<file path="config.mk">
export PLATFORM = sky130hd
export DESIGN_NAME = prsd_math
export DESIGN_NICKNAME = d
export VERILOG_FILES = /design/src/rtl/prsd_pkg.sv /design/src/rtl/prsd_math.sv
export VERILOG_INCLUDE_DIRS = /design/src /design/src/rtl
export SDC_FILE = /design/constraint.sdc
export NUM_CORES = 1
export LEC_CHECK = 0
export BUFFER_PORTS_ARGS = -buffer_cell sky130_fd_sc_hd__buf_2
export CAP_MARGIN = 20
export CORE_MARGIN = 3
export CORE_UTILIZATION = 45
export CTS_CLUSTER_SIZE = 20
export DETAILED_ROUTE_END_ITERATION = 16
export HOLD_SLACK_MARGIN = 0.06
export PLACE_DENSITY_LB_ADDON = 0.08
export RECOVER_POWER = 50
export SLEW_MARGIN = 0
export SYNTH_ARGS = -nofsm -noshare
export SYNTH_HDL_FRONTEND = slang
export SYNTH_SLANG_ARGS = --single-unit
export TNS_END_PERCENT = 5
</file>
<file path="constraint.sdc">
create_clock -name clk -period 18.5 [get_ports clk]
set_input_delay 2.775 -clock clk [delete_from_list [all_inputs] [get_ports clk]]
set_output_delay 2.775 -clock clk [all_outputs]
set_load 0.03 [all_outputs]
</file>
<file path="src/rtl/assert_macros.svh">
// assertion macros for the phase reliability block
`ifndef ASSERT_MACROS_SVH
`define ASSERT_MACROS_SVH
`ifndef SYNTH
`define ASSERT_IMPLIES(label, clk, rst_n, a, b) \
    label: assert property (@(posedge clk) disable iff (!rst_n) (a) |-> (b)) \
        else $error("assertion failed");
`define ASSERT_NEXT(label, clk, rst_n, a, b) \
    label: assert property (@(posedge clk) disable iff (!rst_n) (a) |=> (b)) \
        else $error("assertion failed");
`else
`define ASSERT_IMPLIES(label, clk, rst_n, a, b)
`define ASSERT_NEXT(label, clk, rst_n, a, b)
`endif
`endif

</file>
<file path="src/rtl/prsd_pkg.sv">
package prsd_pkg;

    localparam int MAX_ROWS_DEF  = 64;
    localparam int MAX_COLS_DEF  = 64;
    localparam int MAX_PAGES_DEF = 16;

    localparam int CFG_IDX_W = 2;
    localparam int CFG_DATA_W = 7;

    localparam logic [CFG_IDX_W-1:0] REG_NUM_ROWS  = 2'd0;
    localparam logic [CFG_IDX_W-1:0] REG_NUM_COLS  = 2'd1;
    localparam logic [CFG_IDX_W-1:0] REG_NUM_PAGES = 2'd2;

    localparam logic CMD_LOAD  = 1'b0;
    localparam logic CMD_QUERY = 1'b1;

    typedef struct packed {
        logic               command;
        logic [5:0]         row;
        logic [5:0]         col;
        logic [3:0]         page;
        logic signed [15:0] phase;
    } in_item_t;

    typedef struct packed {
        logic [31:0] reliability;
        logic        on_border;
        logic        saturated;
    } out_item_t;

    // handshake between sequencer and root/divide unit
    typedef struct packed {
        logic start;
        logic busy;
        logic done;
    } math_ctl_t;

endpackage

</file>
<file path="src/rtl/prsd_math.sv">
`include "assert_macros.svh"

// integer square root of a 36-bit sum, then 2^32 / root, one bit per cycle
module prsd_math (
    input  logic                clk,
    input  logic                rst_n,
    input  logic                start,
    input  logic [35:0]         sum,
    output prsd_pkg::math_ctl_t ctl,
    output logic [31:0]         quotient,
    output logic                saturated
);

    localparam logic [1:0] M_IDLE = 2'd0;
    localparam logic [1:0] M_SQRT = 2'd1;
    localparam logic [1:0] M_DIV  = 2'd2;
    localparam logic [1:0] M_DONE = 2'd3;

    logic [1:0]  state_reg, state_next;
    logic [5:0]  cnt_reg, cnt_next;
    logic [35:0] rem_reg, rem_next;   // sqrt remainder / division remainder
    logic [35:0] val_reg, val_next;   // radicand shifted out two bits a step
    logic [32:0] res_reg, res_next;   // dividend, then quotient bits
    logic [17:0] root_reg, root_next;
    logic        sat_reg, sat_next;

    logic [37:0] trial;
    logic [37:0] rem_sh;
    logic [33:0] drem;

    always_comb
    begin
        state_next = state_reg;
        cnt_next   = cnt_reg;
        rem_next   = rem_reg;
        val_next   = val_reg;
        res_next   = res_reg;
        root_next  = root_reg;
        sat_next   = sat_reg;
        rem_sh     = {rem_reg, val_reg[35:34]};
        trial      = {18'd0, root_reg, 2'b01};
        drem       = {rem_reg[32:0], 1'b0};
        unique case (state_reg)
            M_IDLE:
            begin
                if (start)
                begin
                    state_next = M_SQRT;
                    cnt_next   = 6'd18;
                    rem_next   = '0;
                    val_next   = sum;
                    root_next  = '0;
                end
            end
            M_SQRT:
            begin
                val_next = {val_reg[33:0], 2'b00};
                if (rem_sh >= trial)
                begin
                    rem_next  = 36'(rem_sh - trial);
                    root_next = {root_reg[16:0], 1'b1};
                end
                else
                begin
                    rem_next  = rem_sh[35:0];
                    root_next = {root_reg[16:0], 1'b0};
                end
                cnt_next = cnt_reg - 6'd1;
                if (cnt_reg == 6'd1)
                begin
                    state_next = M_DIV;
                    cnt_next   = 6'd33;
                    // dividend is 1 followed by 32 zeros
                    rem_next   = '0;
                    res_next   = {1'b1, 32'd0};
                end
            end
            M_DIV:
            begin
                sat_next = (root_reg <= 18'd1);
                drem     = {rem_reg[32:0], res_reg[32]};
                if (drem >= {16'd0, root_reg})
                begin
                    rem_next = 36'(drem - {16'd0, root_reg});
                    res_next = {res_reg[31:0], 1'b1};
                end
                else
                begin
                    rem_next = {2'b00, drem};
                    res_next = {res_reg[31:0], 1'b0};
                end
                cnt_next = cnt_reg - 6'd1;
                if (cnt_reg == 6'd1)
                    state_next = M_DONE;
            end
            M_DONE:
            begin
                state_next = M_IDLE;
            end
            default:
            begin
                state_next = M_IDLE;
            end
        endcase
    end

    always_ff @(posedge clk or negedge rst_n)
    begin
        if (!rst_n)
        begin
            state_reg <= M_IDLE;
            cnt_reg   <= '0;
        end
        else
        begin
            state_reg <= state_next;
            cnt_reg   <= cnt_next;
        end
    end

    always_ff @(posedge clk)
    begin
        rem_reg  <= rem_next;
        val_reg  <= val_next;
        res_reg  <= res_next;
        root_reg <= root_next;
        sat_reg  <= sat_next;
    end

    assign ctl.start = start;
    assign ctl.busy  = (state_reg != M_IDLE);
    assign ctl.done  = (state_reg == M_DONE);
    assign quotient  = sat_reg ? 32'hFFFF_FFFF : res_reg[31:0];
    assign saturated = sat_reg;

    `ASSERT_IMPLIES(a_no_start_busy, clk, rst_n, state_reg != M_IDLE, !start)
    `ASSERT_NEXT(a_start_sqrt, clk, rst_n, start && state_reg == M_IDLE, state_reg == M_SQRT)
    `ASSERT_NEXT(a_done_idle, clk, rst_n, state_reg == M_DONE, state_reg == M_IDLE)

endmodule

</file>
==> results.toml <==
[worst_hold_path]
whs_path_depth = 1
worstHoldStart = "val_reg[14]"
hold_path.class = "register to register"
whs_endpoint = "val_reg[16]"

[global_routing]
grt_first_pass_wirelength_microns = 35100
grt_max_degree = 55
grt_util_all_layers_pct = 20.1
grt_overflow_total = 0
antenna_found_initial = 0
grt_pass1_vias = 6846

[synthesis]
synth_top_family_by_area = "simple AND/OR/NAND/NOR gates"
yosysSeqAreaShare_pct = 45.0
synth_simple_gate_area_share_pct = 19.2
synth_fp_nets = 932
synth_adder_area_share_pct = 6.54
ys_warn_count = 0
ys_seq_elements = 132
synth_compound_area_share_pct = 15.0
ys_types = 76
synthCells = 848
syn_area_sq_um = 8720
async_reset_ff_share_pct = 6.06
synth_xor_xnor_area_share_pct = 5.02
ys.flop_type = "edfxtp_1"
synth_mux_area_share_pct = 6.00
synth_edf_count = 124
synth.avg_cell_area_sq_um = 10.3

[floorplanning]
core_area_sq_um = 18900
die_w_microns = 145
num_rows = 50
fp.dieH_microns = 145
die-area_sq_um = 21100
num_io_pins = 75
initial_core_util_pct = 46.2

[layout]
n_antenna_cell = 0
fin_util_pct = 52.5
layout-drive-gt1-share_pct = 20.5
final_cell_mix = "124 x edfxtp_1, 73 x buf_2, 72 x nor2_1"
area_growth_pct = 13.9
layout_commonest_cell = "edfxtp_1"
fin_nets = 996

[sta]
fin_crit_ns = 5.83
fin_skew_ns = 0.0128
setup_tns_ns = 0
finalWorstSetupSlack_ns = 12.67
finalCritPeriodShare_pct = 31.5
tightest_slew_ns = 3.00
final-setup-viol-count = 0
slew_viol_final = 176
finalHoldViolCount = 0
max_slew_margin_pct = -100
rsz0062_at_grt = "no"
max_freq_ghz = 0.171

[detailed_routing]
detail-route-antenna-nets = 0
drt_iter0_drc = 632
num_vias = 6883
wl_per_cell_microns = 18.1
first_pass_iters = 5
viasPerCell = 5.81
finalWirelength_microns = 21500
drc_errors = 0

[clock_tree]
htreeDepth = 4
ctsResizeCount = 0
clkSlewWorstSetupHoldPaths_ns = 0.06
clk_path_buf_depth = 2
cts_setup_buffers = 0
cts.sinks = 132
root_buffer = "clkbuf_16"
cts_tree = "yes"
insertion_delay_ns = 0.42
cts_hold_buf = 0
cts_made_buffers = 17

[setup_path]
endpoint_kind = "output port"
r2r-start = "state_reg[1]"
r2r_cells = 5
cp_slowest_stage_delay_ns = 0.19
critPathTopFamily = "buffers and inverters"
r2r_slack_ns = 13.39
cp.required_ns = 15.73
critPathBufInv = 2
critPathLaunchType = "input port"
path_max_fanout = 3
r2r-end = "res_reg[26]"
worstPathArrival_ns = 3.06
cp_common_cell = "buf_2"
cp_cell_sequence = "buf_2, buf_2"
path_class = "input port to output port"
cp-startpoint = "start"
critical-path-slowest-cell = "buf_2"

[flow_run]
cap_violations = 4

[status]
status = "finished, violations left"
violations = "max-capacitance violations, max-slew violations"

[placement]
portBuffers = 74
gp_congestion = 0.902
dp_hpwl_microns = 15100
preCtsSetupSlack_ns = 12.67
metal layers:
metal	wire length (microns)	share of wire, %	track usage (%)
met5	0	0	0
met4	350	1.6	6.70
met1	10000	47	27.9
met3	1090	5.1	3.31
met2	10000	47	32.3
kinds of logic (layout without fill, tap and decap cells):
family	after synthesis	in the layout
and+or+nand+nor	308	308
AOI/OAI and AO/OA	195	195
DFF	132	132
buffers and inverters	70	147
xor gates and xnor gates	50	50
muxes	48	48
adders and majority gates	45	45
Yosys cell counts, drive strengths merged, types with 15 or more instances:
library cell	n	area share, %
a21o	15	1.3
a21oi	53	3.0
and2	37	2.7
clkbuf	29	1.3
edfxtp	124	43
ha	44	6.3
inv	32	1.4
mux2	34	4.4
nand2	32	1.4
nand4	16	1.1
nor2	72	3.1
nor3	30	1.7
o21ai	24	1.4
o22ai	27	1.9
or2	36	2.6
or3	15	1.1
xnor2	30	3.0
xor2	20	2.0
metrics by stage:
stage	cell area [sq um]	instances	hold slack [ns]
floorplan	8720	848	0.472
global placement	9340	1152	0.519
detailed placement	9340	1152	0.533
CTS	9960	1184	0.542
global route	9930	1185	0.559
finish	9930	1185	0.545
area by class of cell:
type / instances / area, sq um
fill: 1726 / 8960
clock buffer: 18 / 429
inverter: 33 / 124
tap: 260 / 325
multi-input combinational: 646 / 4520
sequential: 132 / 3920
timing repair buffer: 82 / 414
clock inverter: 14 / 189
worst max-delay path by stage:
stage	to	slack, ns	cells past startpoint
2_1_floorplan	root_reg[0]	12.62	6
3_3_place_gp	ctl[2]	12.67	2
3_5_place_dp	ctl[2]	12.67	2
4_1_cts	ctl[2]	12.67	2
5_1_grt	ctl[2]	12.67	2
6_report	ctl[2]	12.67	2
Power is not shown: default switching activity piles up to over one toggle a cycle in this logic, so the estimate is an artifact.
